### config.mk
export PLATFORM = sky130hd
export DESIGN_NAME = norwegian_number_to_word_tokens
export DESIGN_NICKNAME = d
export VERILOG_FILES = /design/src/rtl/core/nwt_pkg.sv /design/src/rtl/core/nwt_bin2bcd.sv /design/src/rtl/core/norwegian_number_to_word_tokens.sv
export SDC_FILE = /design/constraint.sdc
export NUM_CORES = 1
export LEC_CHECK = 0
export BUFFER_PORTS_ARGS = -buffer_cell sky130_fd_sc_hd__buf_2
export CORE_MARGIN = 5
export CORE_UTILIZATION = 40
export DETAILED_ROUTE_END_ITERATION = 10
export PLACE_DENSITY_LB_ADDON = 0.1
export SLEW_MARGIN = 5
export SYNTH_ARGS = -nofsm -noshare
export SYNTH_HDL_FRONTEND = slang
export SYNTH_SLANG_ARGS = --single-unit
### constraint.sdc
create_clock -name clk_i -period 11.8 [get_ports clk_i]
set_clock_uncertainty 0.1 [all_clocks]
set_input_delay 0.59 -clock clk_i [delete_from_list [all_inputs] [get_ports clk_i]]
set_output_delay 0.59 -clock clk_i [all_outputs]
set_load 0.02 [all_outputs]
### src/rtl/core/nwt_pkg.sv
`default_nettype none

package nwt_pkg;

  // Magnitude width after the range check (below one billion)
  localparam int unsigned MAG_W   = 30;
  localparam int unsigned DIGITS  = 9;
  localparam int unsigned BCD_W   = 4 * DIGITS;
  localparam int unsigned CNT_W   = 5;
  localparam int unsigned STEP_W  = 5;
  localparam int unsigned WORD_W  = 7;

  localparam logic [31:0] BILLION = 32'd1_000_000_000;

  // Special token codes
  localparam logic [WORD_W-1:0] W_ZERO  = 7'd0;
  localparam logic [WORD_W-1:0] W_ONE_N = 7'd100;
  localparam logic [WORD_W-1:0] W_HUND  = 7'd101;
  localparam logic [WORD_W-1:0] W_THOUS = 7'd102;
  localparam logic [WORD_W-1:0] W_MILL  = 7'd103;
  localparam logic [WORD_W-1:0] W_AND   = 7'd104;
  localparam logic [WORD_W-1:0] W_MINUS = 7'd105;

  // Micro-operations
  typedef enum logic [3:0] {
    OP_MINUS,   // minus sign if negative
    OP_ZERO,    // token zero if input is zero
    OP_BIG,     // error token if out of range
    OP_JDONE,   // jump when nothing more to speak
    OP_CONV,    // hold here while binary-to-decimal runs
    OP_JZ,      // jump past a group that is zero
    OP_HDIG,    // hundreds digit
    OP_HUND,    // word hundred
    OP_ANDH,    // and after hundred
    OP_TENS,    // teen or tens word
    OP_UNIT,    // unit after a tens word
    OP_SUFX,    // million / thousand
    OP_ANDS,    // and after a group suffix
    OP_END      // flush last token, go idle
  } op_e;

  typedef enum logic [1:0] {
    GRP_MILL,
    GRP_THOUS,
    GRP_UNIT
  } grp_e;

  typedef struct packed {
    op_e               op;
    grp_e              grp;
    logic [STEP_W-1:0] target;
  } ctrl_t;

  localparam logic [STEP_W-1:0] S_END = 5'd27;

  // Microprogram ROM
  function automatic ctrl_t nwt_ucode(input logic [STEP_W-1:0] step);
    ctrl_t c;
    c = '{op: OP_END, grp: GRP_UNIT, target: S_END};
    case (step)
      5'd0:  c = '{op: OP_MINUS, grp: GRP_UNIT,  target: S_END};
      5'd1:  c = '{op: OP_ZERO,  grp: GRP_UNIT,  target: S_END};
      5'd2:  c = '{op: OP_BIG,   grp: GRP_UNIT,  target: S_END};
      5'd3:  c = '{op: OP_JDONE, grp: GRP_UNIT,  target: S_END};
      5'd4:  c = '{op: OP_CONV,  grp: GRP_UNIT,  target: S_END};
      // millions group
      5'd5:  c = '{op: OP_JZ,    grp: GRP_MILL,  target: 5'd13};
      5'd6:  c = '{op: OP_HDIG,  grp: GRP_MILL,  target: S_END};
      5'd7:  c = '{op: OP_HUND,  grp: GRP_MILL,  target: S_END};
      5'd8:  c = '{op: OP_ANDH,  grp: GRP_MILL,  target: S_END};
      5'd9:  c = '{op: OP_TENS,  grp: GRP_MILL,  target: S_END};
      5'd10: c = '{op: OP_UNIT,  grp: GRP_MILL,  target: S_END};
      5'd11: c = '{op: OP_SUFX,  grp: GRP_MILL,  target: S_END};
      5'd12: c = '{op: OP_ANDS,  grp: GRP_MILL,  target: S_END};
      // thousands group
      5'd13: c = '{op: OP_JZ,    grp: GRP_THOUS, target: 5'd21};
      5'd14: c = '{op: OP_HDIG,  grp: GRP_THOUS, target: S_END};
      5'd15: c = '{op: OP_HUND,  grp: GRP_THOUS, target: S_END};
      5'd16: c = '{op: OP_ANDH,  grp: GRP_THOUS, target: S_END};
      5'd17: c = '{op: OP_TENS,  grp: GRP_THOUS, target: S_END};
      5'd18: c = '{op: OP_UNIT,  grp: GRP_THOUS, target: S_END};
      5'd19: c = '{op: OP_SUFX,  grp: GRP_THOUS, target: S_END};
      5'd20: c = '{op: OP_ANDS,  grp: GRP_THOUS, target: S_END};
      // units group
      5'd21: c = '{op: OP_JZ,    grp: GRP_UNIT,  target: S_END};
      5'd22: c = '{op: OP_HDIG,  grp: GRP_UNIT,  target: S_END};
      5'd23: c = '{op: OP_HUND,  grp: GRP_UNIT,  target: S_END};
      5'd24: c = '{op: OP_ANDH,  grp: GRP_UNIT,  target: S_END};
      5'd25: c = '{op: OP_TENS,  grp: GRP_UNIT,  target: S_END};
      5'd26: c = '{op: OP_UNIT,  grp: GRP_UNIT,  target: S_END};
      default: c = '{op: OP_END, grp: GRP_UNIT,  target: S_END};
    endcase
    return c;
  endfunction

endpackage

`default_nettype wire

### src/rtl/core/nwt_bin2bcd.sv
`default_nettype none

// Shift-and-add-3 binary to decimal converter, one bit per cycle while shift_i is high
module nwt_bin2bcd (
  input  wire logic                      clk_i,
  input  wire logic                      rst_ni,
  input  wire logic                      load_i,
  input  wire logic [nwt_pkg::MAG_W-1:0] mag_i,
  input  wire logic                      shift_i,
  output logic                           done_o,
  output logic [nwt_pkg::BCD_W-1:0]      bcd_o
);
  import nwt_pkg::*;

  logic [CNT_W-1:0] cnt_q, cnt_d;
  logic [MAG_W-1:0] bin_q, bin_d;
  logic [BCD_W-1:0] bcd_q, bcd_d;
  logic [BCD_W-1:0] adj;

  // Add 3 to every digit of 5 or more, then shift in the next bit
  always_comb begin
    for (int k = 0; k < DIGITS; k++) begin
      adj[4*k +: 4] = (bcd_q[4*k +: 4] >= 4'd5) ? bcd_q[4*k +: 4] + 4'd3 : bcd_q[4*k +: 4];
    end
    cnt_d = cnt_q;
    bin_d = bin_q;
    bcd_d = bcd_q;
    if (load_i) begin
      cnt_d = '0;
      bin_d = mag_i;
      bcd_d = '0;
    end else if (shift_i) begin
      cnt_d = cnt_q + CNT_W'(1);
      bin_d = {bin_q[MAG_W-2:0], 1'b0};
      bcd_d = {adj[BCD_W-2:0], bin_q[MAG_W-1]};
    end
  end

  always_ff @(posedge clk_i or negedge rst_ni) begin
    if (!rst_ni) begin
      cnt_q <= '0;
    end else begin
      cnt_q <= cnt_d;
    end
  end

  always_ff @(posedge clk_i) begin
    bin_q <= bin_d;
    bcd_q <= bcd_d;
  end

  assign done_o = (cnt_q == CNT_W'(MAG_W));
  assign bcd_o  = bcd_q;

endmodule

`default_nettype wire

### src/rtl/core/norwegian_number_to_word_tokens.sv
`default_nettype none

// Norwegian number speaker, token form.
// Pulse start with number_i and neuter_i while busy is low; the transaction
// is taken at that edge and busy rises. The block then strobes each token of the
// transaction on word_o / too_big_o / last_o, one cycle each, in speaking order,
// and last_o marks the final token. busy falls at the edge that shows the last
// token, and a new number may be started from then on.
// A small microprogram (28 steps, one per cycle but held while the conversion
// runs) drives the datapath. Zero, the most negative value and out-of-range
// magnitudes skip the conversion and jump to the end step. Other numbers first
// run a shift-and-add-3 conversion to nine decimal digits, then walk the three
// digit groups, jumping over whole groups that are zero. Each token is held until
// the step that finds the next token (or the end) and leaves in the cycle after
// that step, so the final one can be flagged.
// The receiver cannot stall: every strobed token must be taken in its cycle.
// Reset clears busy, the step counter and the strobe; no token is pending.
module norwegian_number_to_word_tokens (
  input  wire logic        clk_i,
  input  wire logic        rst_ni,
  input  wire logic        start,
  output logic             busy,
  input  wire logic [31:0] number_i,
  input  wire logic        neuter_i,
  output logic             strobe,
  output logic [6:0]       word_o,
  output logic             too_big_o,
  output logic             last_o
);
  import nwt_pkg::*;

  // Control state
  logic              busy_q;
  logic [STEP_W-1:0] step_q, step_d;
  logic              pend_v_q;
  logic              strobe_q;

  // Per-transaction flags and pending token
  logic              neg_q, zero_q, big_q, done_q, neut_q;
  logic [WORD_W-1:0] pend_word_q, word_q;
  logic              pend_big_q, big_out_q, last_q;

  // Input decode
  logic              accept;
  logic [31:0]       mag32;
  logic              min_neg;

  // Converter
  logic              conv_shift, conv_done;
  logic [BCD_W-1:0]  bcd;

  // Step decode
  ctrl_t             ctrl;
  logic [3:0]        h, t, u;
  logic              neut_g, rem_nz, rest_small;
  logic [WORD_W-1:0] tens, tu;
  logic              emit, emit_big, fin;
  logic [WORD_W-1:0] emit_word;

  assign accept  = start && !busy_q;
  assign min_neg = (number_i == 32'h8000_0000);
  assign mag32   = number_i[31] ? (32'd0 - number_i) : number_i;

  nwt_bin2bcd u_b2d (
    .clk_i  (clk_i),
    .rst_ni (rst_ni),
    .load_i (accept),
    .mag_i  (mag32[MAG_W-1:0]),
    .shift_i(conv_shift),
    .done_o (conv_done),
    .bcd_o  (bcd)
  );

  // Digits of the selected group
  always_comb begin
    unique case (ctrl.grp)
      GRP_MILL: begin
        h = bcd[35:32]; t = bcd[31:28]; u = bcd[27:24];
        neut_g     = 1'b0;
        rest_small = (bcd[23:8] == '0) && (bcd[7:0] != '0);
      end
      GRP_THOUS: begin
        h = bcd[23:20]; t = bcd[19:16]; u = bcd[15:12];
        neut_g     = 1'b1;
        rest_small = (bcd[11:8] == '0) && (bcd[7:0] != '0);
      end
      default: begin
        h = bcd[11:8]; t = bcd[7:4]; u = bcd[3:0];
        neut_g     = neut_q;
        rest_small = 1'b0;
      end
    endcase
  end

  assign rem_nz = (t != 4'd0) || (u != 4'd0);
  assign tens   = ({3'b000, t} << 3) + ({3'b000, t} << 1);
  assign tu     = tens + {3'b000, u};

  // Microcode decode: what the current step emits and where it goes next
  always_comb begin
    ctrl       = nwt_ucode(step_q);
    emit       = 1'b0;
    emit_big   = 1'b0;
    emit_word  = W_ZERO;
    fin        = 1'b0;
    conv_shift = 1'b0;
    step_d     = step_q + STEP_W'(1);
    unique case (ctrl.op)
      OP_MINUS: begin
        emit      = neg_q;
        emit_word = W_MINUS;
      end
      OP_ZERO: begin
        emit      = zero_q;
        emit_word = W_ZERO;
      end
      OP_BIG: begin
        emit      = big_q;
        emit_big  = 1'b1;
        emit_word = W_ZERO;
      end
      OP_JDONE: begin
        if (done_q) begin
          step_d = ctrl.target;
        end
      end
      OP_CONV: begin
        if (!conv_done) begin
          conv_shift = 1'b1;
          step_d     = step_q;
        end
      end
      OP_JZ: begin
        if ((h == 4'd0) && !rem_nz) begin
          step_d = ctrl.target;
        end
      end
      OP_HDIG: begin
        emit      = (h != 4'd0);
        emit_word = (h == 4'd1) ? W_ONE_N : {3'b000, h};
      end
      OP_HUND: begin
        emit      = (h != 4'd0);
        emit_word = W_HUND;
      end
      OP_ANDH: begin
        emit      = (h != 4'd0) && rem_nz;
        emit_word = W_AND;
      end
      OP_TENS: begin
        emit = rem_nz;
        if (t < 4'd2) begin
          emit_word = ((tu == 7'd1) && neut_g) ? W_ONE_N : tu;
        end else begin
          emit_word = tens;
        end
      end
      OP_UNIT: begin
        emit      = (t >= 4'd2) && (u != 4'd0);
        emit_word = ((u == 4'd1) && neut_g) ? W_ONE_N : {3'b000, u};
      end
      OP_SUFX: begin
        emit      = 1'b1;
        emit_word = (ctrl.grp == GRP_MILL) ? W_MILL : W_THOUS;
      end
      OP_ANDS: begin
        emit      = rest_small;
        emit_word = W_AND;
      end
      OP_END: begin
        fin = 1'b1;
      end
      default: begin
        fin = 1'b1;
      end
    endcase
  end

  // Sequencer control registers
  always_ff @(posedge clk_i or negedge rst_ni) begin
    if (!rst_ni) begin
      busy_q   <= 1'b0;
      step_q   <= '0;
      pend_v_q <= 1'b0;
      strobe_q <= 1'b0;
    end else begin
      strobe_q <= busy_q && pend_v_q && (emit || fin);
      if (accept) begin
        busy_q   <= 1'b1;
        step_q   <= '0;
        pend_v_q <= 1'b0;
      end else if (busy_q) begin
        step_q <= step_d;
        if (fin) begin
          busy_q   <= 1'b0;
          pend_v_q <= 1'b0;
        end else if (emit) begin
          pend_v_q <= 1'b1;
        end
      end
    end
  end

  // Transaction flags, pending token and output payload
  always_ff @(posedge clk_i) begin
    if (accept) begin
      neg_q  <= number_i[31];
      zero_q <= (number_i == 32'd0);
      big_q  <= !min_neg && (mag32 >= BILLION);
      done_q <= (number_i == 32'd0) || min_neg || (mag32 >= BILLION);
      neut_q <= neuter_i;
    end
    if (busy_q && emit) begin
      pend_word_q <= emit_word;
      pend_big_q  <= emit_big;
    end
    word_q    <= pend_word_q;
    big_out_q <= pend_big_q;
    last_q    <= fin;
  end

  assign busy      = busy_q;
  assign strobe    = strobe_q;
  assign word_o    = word_q;
  assign too_big_o = big_out_q;
  assign last_o    = last_q;

endmodule

`default_nettype wire

==> impl_metrics.yaml, run 1 <==
synthesis:
  synth_edf_count: 43
  synthCells: 841
  syn_area_sq_um: 6940
  synth.distinct_cells: 73
  yosysSeqAreaShare_pct: 36.3
  synth_nets: 915
  yosysWarnings: 0
  ys_seq_elements: 101
  async_flop_share_pct: 12.9
  synth_flop_cell: "dfxtp_1"
  synth.avg_cell_area_sq_um: 8.25
hold_path:
  hold_class: "input pin to asynchronous set/reset pin"
detailed_routing:
  routed_via_density: 5.70
  route.detailed.wl_per_inst_um: 16.8
  drt_wl_total_um: 18300
  ant_nets: 0
  drc: 0
  via_count: 6230
  dr.pass1.iters: 6
  drtIter0Drc: 472
cts:
  cts_max_level: 3
  clk_pin_slew_ns: 0.07
  post_cts_buffers: 0
  cts_resized: 0
  cts_tree: "yes"
  clock_latency_ns: 0.35
  cts_buffers: 9
  clk_path_buf_depth: 2
  cts_hold_buf: 0
  clock_sinks: 101
  root_buffer: "clkbuf_16"
setup_path:
  start_kind: "register"
  end_kind: "register"
  worstPathMaxFanout: 15
  cp.required_ns: 11.87
  cp.arrival_ns: 5.51
  crit_type: "register to register"
floorplan:
  die_x_um: 142
  num_rows: 48
  io-pin-count: 47
  fp.dieArea_sq_um: 20100
  start_util_pct: 40.4
  core_area_sq_um: 17200
  fp.dieH_um: 142
global_routing:
  grt.total_usage_pct: 18.5
  grt_pass1_wl_um: 30300
  grt_max_degree: 60
  grt_pass1_vias: 5932
  antenna_found_initial: 0
  overflow: 0
sta:
  period_minus_slack_ns: 5.44
  max_slew_margin_pct: 40.8
  post-route-period-util_pct: 46.1
  finalHoldViolations: 0
  maxSlewViolCount: 0
  setup-tns-final_ns: 0
  rsz0062_at_grt: "false"
  whs_ns: 0.0102
  setup_viol: 0
  max_freq_ghz: 0.184
  worst_pin_slew_ns: 0.864
cells_and_area:
  layout_common_cells: "118 x nand2_1, 74 x o21ai_0, 71 x a21oi_1"
  final_cell_count_no_fill: 1093
  mostFrequentLayoutCell: "nand2_1"
  layout.nets: 937
  fillers: 1761
  insertedDiodeCount: 0
  seqCellArea_sq_um: 2520
  drive_gt1_share_pct: 9.33
  area_growth_pct: 10.0
  multi_input_area_sq_um: 4120
power_and_ir_drop:
  peakVddDrop_mv: 0.166
  power_w: 0.00198
  p_per_area_nw_per_um2: 259
  cellLeakagePower_nw: 2.90
placement:
  dpl.hpwl_um: 13400
  gp_congestion: 0.884
  io_buffers: 46
  placedCellCount: 1077
flow_run:
  timing.max_cap.violations: 0
outcome:
  status: "complete, no violations"
-- kinds of logic after synthesis --
group | after synthesis | synth area share (%)
simple gates | 316 | 21.9
buf+inv | 78 | 4.40
compound gates | 238 | 21.0
mux | 17 | 2.52
xor+xnor | 53 | 6.89
flops | 101 | 36.3
fa+ha+maj | 38 | 7.07
-- synth_stat cells, types with 3 or more instances --
cell type,instances,area share (%)
nor2_1,63,3.4
mux2i_1,13,1.9
o21a_1,6,0.65
nor2b_1,5,0.45
a211oi_1,7,0.76
a22oi_1,3,0.32
nor3_1,27,1.9
nand2_1,118,6.4
nor3b_1,5,0.54
o21ai_0,74,5.3
and2_1,5,0.45
o41ai_1,6,0.76
mux2_2,4,0.65
edfxtp_1,43,19
o211ai_1,5,0.54
o22ai_1,10,0.90
nor4_1,8,0.72
or4_1,4,0.43
buf_1,3,0.16
xnor2_1,23,2.9
and3_1,4,0.36
nand2b_1,18,1.6
o221ai_1,3,0.38
or3_1,8,0.72
nand3_1,27,1.9
xor2_1,29,3.7
a21oi_1,71,5.1
o31ai_1,12,1.3
nand3b_1,5,0.54
o2111ai_1,4,0.50
nand4_1,7,0.63
ha_1,36,6.5
dfxtp_1,45,13
a31oi_1,6,0.54
inv_1,37,2.0
o21ai_1,5,0.36
clkbuf_1,35,1.9
dfrtp_1,13,4.7
a221o_1,3,0.43
-- power by group --
| group | leakage [nW] | switching, W | internal (W) |
|---|---|---|---|
| combinational | 1.82 | 0.000673 | 0.000381 |
| clock | 0.150 | 0.000136 | 0.000167 |
| sequential | 0.937 | 0.000100 | 0.000522 |
| total | 2.90 | 0.000910 | 0.00107 |
-- sequential cells by signal, summed over array words and instances (netlist names), 5 cells and up --
register,count
u_b2d.cnt_q,5
pend_word_q,7
step_q,5
u_b2d.bcd_o,36
u_b2d.bin_q,30
word_o,7
-- final timing paths --
kind	from	to	slack (ns)	cells after the start
worst max-delay path	step_q[0]$_DFFE_PN0P_	pend_word_q[2]$_DFFE_PP_	6.36	12
worst min-delay path	rst_ni	step_q[1]$_DFFE_PN0P_	0.01	1
worst max register to register	step_q[0]$_DFFE_PN0P_	pend_word_q[2]$_DFFE_PP_	6.36	12
worst min register to register	pend_word_q[0]$_DFFE_PP_	word_o[0]$_DFF_P_	0.24	0
max in group asynchronous	rst_ni	u_b2d.cnt_q[1]$_DFFE_PN0P_	11.36	1
min in group clk_i	pend_word_q[0]$_DFFE_PP_	word_o[0]$_DFF_P_	0.24	0
-- layer usage --
| layer | GRT usage (%) | share of wire (%) | up-vias |
|---|---|---|---|
| met5 | 0 | 0 | - |
| met4 | 4.95 | 1.5 | 0 |
| met3 | 3.34 | 5.3 | 22 |
| met2 | 29.7 | 46 | 177 |
| met1 | 25.8 | 47 | 2955 |
| li1 | - | - | 3076 |
-- stage by stage --
step                setup slack (ns)  cell area [sq um]  utilization [%]
detailed placement              6.43               7330             42.7
CTS                             6.40               7630             44.4
global route                    5.98               7630             44.4
finish                          6.36               7630             44.4
floorplan                       7.63               6940                -
global placement                6.75               7330             42.7
-- worst max-delay path: stages (launching register included) --
cell and delay, ns:
dfrtp_1 0.63, inv_1 0.20, ha_1 0.34, nor2b_1 0.69
mux2_2 0.48, a221oi_2 0.68, inv_1 0.19, fa_1 0.62
nor2_1 0.24, xnor3_1 0.28, a2111oi_1 0.56, nand2_1 0.11
o2111ai_1 0.15
-- layout make-up --
cell class,instances,share of cell area (%)
Clock buffer,10,3.00
Tap cell,225,3.69
Sequential cell,101,33.0
Multi-Input combinational cell,662,54.0
Inverter,37,1.82
Clock inverter,6,0.918
Timing Repair Buffer,52,3.61
Note: power is estimated with default switching activity, not from simulation.
==> run 2, diff against run 1 <==
Clock period 11.8 ns to 4.8 ns, I/O delays scaled along.
==> run 2 against run 1 <==
Cell count is 0.82% higher. Sequential share of layout area fell by 0.38 points. Setup slack lost 6.0 ns. Critical path depth is 2 higher. Register-to-register slack lost 6.0 ns. Via count up 0.96%. Total power rose to 2.5 times the previous value. Global-route usage decreased by 0.12 points. Clock power grew to 2.6 times the previous value. Flip-flop and latch count is the same. Routed wire length is 0.63% higher. Clock-buffer cell count up 1.
==> impl_metrics.yaml, run 2 (same netlist as run 1, synthesis figures left out) <==
outcome:
  status: "complete, no violations"
placement:
  io_buffers: 46
  dpl.hpwl_um: 13400
  gp_congestion: 0.885
global_routing:
  grt.total_usage_pct: 18.4
  grt_max_degree: 59
  overflow: 0
  grt_pass1_vias: 5997
  grt_pass1_wl_um: 30300
  antenna_found_initial: 0
floorplan:
  num_rows: 48
  core_area_sq_um: 17200
  fp.dieArea_sq_um: 20100
  die_x_um: 142
  fp.dieH_um: 142
  start_util_pct: 40.4
  io-pin-count: 47
detailed_routing:
  routed_via_density: 5.71
  drtIter0Drc: 454
  via_count: 6290
  ant_nets: 0
  dr.pass1.iters: 5
  drc: 0
  route.detailed.wl_per_inst_um: 16.7
  drt_wl_total_um: 18500
cells_and_area:
  mostFrequentLayoutCell: "nand2_1"
  drive_gt1_share_pct: 9.92
  layout_common_cells: "118 x nand2_1, 74 x o21ai_0, 71 x a21oi_1"
  largest_reg_flops: 36
  area_growth_pct: 11.3
  layout.nets: 946
  utilization_pct: 45.0
  insertedDiodeCount: 0
cts:
  clock_sinks: 101
  cts_buffers: 9
  cts_max_level: 3
  cts_tree: "yes"
  clk_pin_slew_ns: 0.08
  post_cts_buffers: 0
  clk_path_buf_depth: 2
  clock_latency_ns: 0.35
  root_buffer: "clkbuf_16"
sta:
  max_slew_margin_pct: 46.6
  worst_pin_slew_ns: 0.801
  setup-tns-final_ns: 0
  finalHoldViolations: 0
  rsz0062_at_grt: "false"
  max_freq_ghz: 0.227
  post-route-period-util_pct: 91.6
  period_minus_slack_ns: 4.40
  maxSlewViolCount: 0
  setup_viol: 0
setup_path:
  crit_top_cell: "ha_1"
  crit_type: "register to register"
  slowest_delay_ns: 0.51
  crit_chain: "inv_1 -> ha_1 -> nor2b_1 -> buf_4 -> o22a_1 -> o22ai_1 -> a21oi_1 -> ha_1 -> ha_1 -> a21oi_1 -> xnor2_1 -> nand3_1 -> a2111oi_1 -> o21ai_0"
  start_kind: "register"
  r2r_slack_ns: 0.40
  critical-path-top-delay-family: "compound AO/OA/AOI/OAI gates"
  end_kind: "register"
  cp.required_ns: 4.79
  cp.arrival_ns: 4.39
  worstPathMaxFanout: 12
  slowest_stage: "dfrtp_1"
  cp_num_buf_inv: 2
power_and_ir_drop:
  cellLeakagePower_nw: 2.95
  p_per_area_nw_per_um2: 649
  peakVddDrop_mv: 0.431
flow_run:
  timing.max_cap.violations: 0
hold_path:
  hold_class: "input pin to register"
run 2: final timing paths:
| kind | from | end | cells past startpoint |
|---|---|---|---|
| max in group asynchronous | rst_ni | step_q[0]$_DFFE_PN0P_ | 2 |
| max reg2reg | step_q[1]$_DFFE_PN0P_ | pend_word_q[0]$_DFFE_PP_ | 14 |
| min | start | step_q[0]$_DFFE_PN0P_ | 2 |
| max | step_q[1]$_DFFE_PN0P_ | pend_word_q[0]$_DFFE_PP_ | 14 |
| min reg2reg | pend_word_q[2]$_DFFE_PP_ | word_o[2]$_DFF_P_ | 0 |
| min in group asynchronous | rst_ni | step_q[4]$_DFFE_PN0P_ | 2 |
run 2: worst reg2reg max path, stage by stage (launching register included):
cell       delay, ns
dfrtp_1         0.51
inv_1           0.11
ha_1            0.29
nor2b_1         0.14
buf_4           0.20
o22a_1          0.28
o22ai_1         0.11
a21oi_1         0.41
ha_1            0.33
ha_1            0.33
a21oi_1         0.34
xnor2_1         0.18
nand3_1         0.17
a2111oi_1       0.51
o21ai_0         0.14
run 2: layout make-up:
cell class	count	area, sq um
inverter	37	139
multi-input combinational	662	4120
fill	1740	9450
tap	225	282
sequential	101	2520
clock buffer	11	233
timing repair buffer	61	348
clock inverter	5	82.6
run 2: stage by stage:
| stage | hold WS, ns | total power [W] | area (sq um) | setup slack (ns) | instances |
|---|---|---|---|---|---|
| 6_report | 0.0271 | 0.00501 | 7720 | 0.403 | 1102 |
| 5_1_grt | 0.0446 | 0.00544 | 7720 | 0.0620 | 1102 |
| 4_1_cts | 0.0180 | 0.00503 | 7720 | 0.425 | 1102 |
| 3_5_place_dp | 0.0618 | 0.00421 | 7390 | 0.453 | 1084 |
| 3_3_place_gp | 0.0607 | 0.00415 | 7390 | 0.579 | 1084 |
| 2_1_floorplan | -0.156 | 0.00345 | 6940 | 0.633 | 841 |
run 2: metal layers:
metal | GRT usage, % | vias to the layer above | share of wire (%)
met4 | 6.97 | 0 | 2.2
met1 | 25.6 | 2996 | 48
met5 | 0 | - | 0
met3 | 3.13 | 37 | 4.7
met2 | 28.7 | 159 | 45
li1 | - | 3098 | -
run 2: repair_timing:
action	CTS	global route
resized for setup	0	0
hold buffers	2	0
hold endpoints to repair	14	0
run 2: where the power goes:
group | total (W) | internal (W) | switching (W) | leakage, nW
clock | 0.000799 | 0.000460 | 0.000339 | 0.154
combinational | 0.00270 | 0.000999 | 0.00170 | 1.86
sequential | 0.00151 | 0.00128 | 0.000229 | 0.937
==> run 3, diff against run 2 <==
Settings changed: RECOVER_POWER from default to 25.
==> run 3 against run 2 <==
The run now ends with max-capacitance violations, max-slew violations left. Maximum frequency is 0.14% lower. First-iteration DRC count unchanged. Combinational power is essentially flat. Non-clock buffer count did not move. Clock-buffer cell count unchanged. Flip-flop and latch count unchanged. Register-to-register slack about the same.
==> impl_metrics.yaml, run 3 (same netlist as run 1, synthesis figures left out) <==
placement:
  dp_slack_ns: 0.453
  dpl.hpwl_um: 13400
  io_buffers: 46
  gp_congestion: 0.885
setup_path:
  cp_num_buf_inv: 2
  cp.arrival_ns: 4.40
  crit_top_cell: "ha_1"
  cp.required_ns: 4.79
  crit_type: "register to register"
  slowest_delay_ns: 0.51
  critical-path-top-delay-family: "compound AO/OA/AOI/OAI gates"
  crit_chain: "inv_1 -> ha_1 -> nor2b_1 -> buf_4 -> o22a_1 -> o22ai_1 -> a21oi_1 -> ha_1 -> ha_1 -> a21oi_1 -> xnor2_1 -> nand3_1 -> a2111oi_1 -> o21ai_0"
  slowest_stage: "dfrtp_1"
  end_kind: "register"
  start_kind: "register"
  worstPathMaxFanout: 12
detailed_routing:
  drc: 0
  routed_via_density: 5.73
  wl_met2_um: 8270
  ant_nets: 0
  topRoutingLayerUsed: "met4"
  drt-met1-wl_um: 8840
  route.detailed.wl_per_inst_um: 16.7
  via_count: 6313
  dr.pass1.iters: 5
  drtIter0Drc: 454
  routed-wl-met3_um: 930
  drt_wl_total_um: 18500
cts:
  post_cts_buffers: 0
  root_buffer: "clkbuf_16"
  cts_buffers: 9
  cts_hold_buf: 2
  clock_latency_ns: 0.35
  clock_sinks: 101
  clk_pin_slew_ns: 0.08
  cts_resized: 0
  cts_tree: "yes"
  cts_max_level: 3
  clk_path_buf_depth: 2
flow_run:
  timing.max_cap.violations: 2
floorplan:
  core_area_sq_um: 17200
  start_util_pct: 40.4
  fp.dieArea_sq_um: 20100
  num_rows: 48
  fp.dieH_um: 142
  io-pin-count: 47
  die_x_um: 142
sta:
  setup_viol: 0
  finalWorstSetupSlack_ns: 0.397
  rsz0062_at_grt: "false"
  worst_pin_slew_ns: 2.17
  whs_ns: 0.0278
  maxSlewViolCount: 110
  post-route-period-util_pct: 91.7
  finalHoldViolations: 0
  setup-tns-final_ns: 0
  max_slew_margin_pct: -44.4
  period_minus_slack_ns: 4.40
  max_freq_ghz: 0.227
power_and_ir_drop:
  p_int_w: 0.00273
  power_frac_comb_pct: 53.7
  p_sw_share_pct: 45.4
  pwr-share-seq_pct: 30.3
  p_clk_share_pct: 16.0
  p_per_area_nw_per_um2: 649
  p_sw_w: 0.00227
  peakVddDrop_mv: 0.426
  cellLeakagePower_nw: 2.91
global_routing:
  antenna_found_initial: 0
  grt.total_usage_pct: 18.4
  grt_pass1_wl_um: 30300
  overflow: 0
  grt_pass1_vias: 5997
  grt_max_degree: 59
outcome:
  violations: "max-capacitance violations, max-slew violations"
  status: "complete, but fails checks"
cells_and_area:
  area_growth_pct: 11.0
  drive_gt1_share_pct: 8.32
  utilization_pct: 44.8
  fillers: 1749
  layout.nets: 946
  mostFrequentLayoutCell: "nand2_1"
  layout_common_cells: "118 x nand2_1, 74 x o21ai_0, 71 x a21oi_1"
  largest_reg_flops: 36
  insertedDiodeCount: 0
hold_path:
  hold_class: "input pin to register"
==> run 3: changes by cell type in the layout (fill, tap and decap cells not counted) <==
| cell | delta |
|---|---|
| clkbuf_1 | +14 |
| buf_2 | -13 |
| buf_4 | -1 |
==> run 3: layout make-up <==
cell class	count	area (sq um)	share of cell area (%)
Inverter	37	139	1.80
Clock inverter	5	82.6	1.07
Clock buffer	11	233	3.02
Timing Repair Buffer	61	328	4.26
Multi-Input combinational cell	662	4120	53.5
Sequential cell	101	2520	32.7
Tap cell	225	282	3.65
==> run 3: metal layers <==
metal | GRT usage, % | vias up
li1 | - | 3100
met1 | 25.6 | 3006
met2 | 28.7 | 170
met3 | 3.13 | 37
met4 | 6.97 | 0
met5 | 0 | -
==> run 3: through the flow <==
step,total power [W],cell area (sq um),cells
after floorplan,0.00345,6940,841
after global placement,0.00415,7390,1084
after detailed placement,0.00421,7390,1084
after CTS,0.00503,7720,1102
after global routing,0.00543,7700,1102
final,0.00500,7700,1102
==> run 3: worst paths after layout <==
check | startpoint | end | slack [ns] | cells past startpoint
max | step_q[1]$_DFFE_PN0P_ | pend_word_q[0]$_DFFE_PP_ | 0.40 | 14
max in group asynchronous | rst_ni | step_q[0]$_DFFE_PN0P_ | 3.73 | 2
min | start | step_q[0]$_DFFE_PN0P_ | 0.03 | 2
min reg2reg | pend_word_q[2]$_DFFE_PP_ | word_o[2]$_DFF_P_ | 0.24 | 0
min in group asynchronous | rst_ni | step_q[4]$_DFFE_PN0P_ | 0.38 | 2
max reg2reg | step_q[1]$_DFFE_PN0P_ | pend_word_q[0]$_DFFE_PP_ | 0.40 | 14
==> run 3: power groups by stage <==
stage | registers [W] | logic, W | clock network (W)
5_1_grt | 0.00155 | 0.00302 | 0.000853
4_1_cts | 0.00152 | 0.00270 | 0.000823
3_3_place_gp | 0.00153 | 0.00262 | 0
6_report | 0.00152 | 0.00269 | 0.000799
2_1_floorplan | 0.00148 | 0.00197 | 0
3_5_place_dp | 0.00153 | 0.00268 | 0
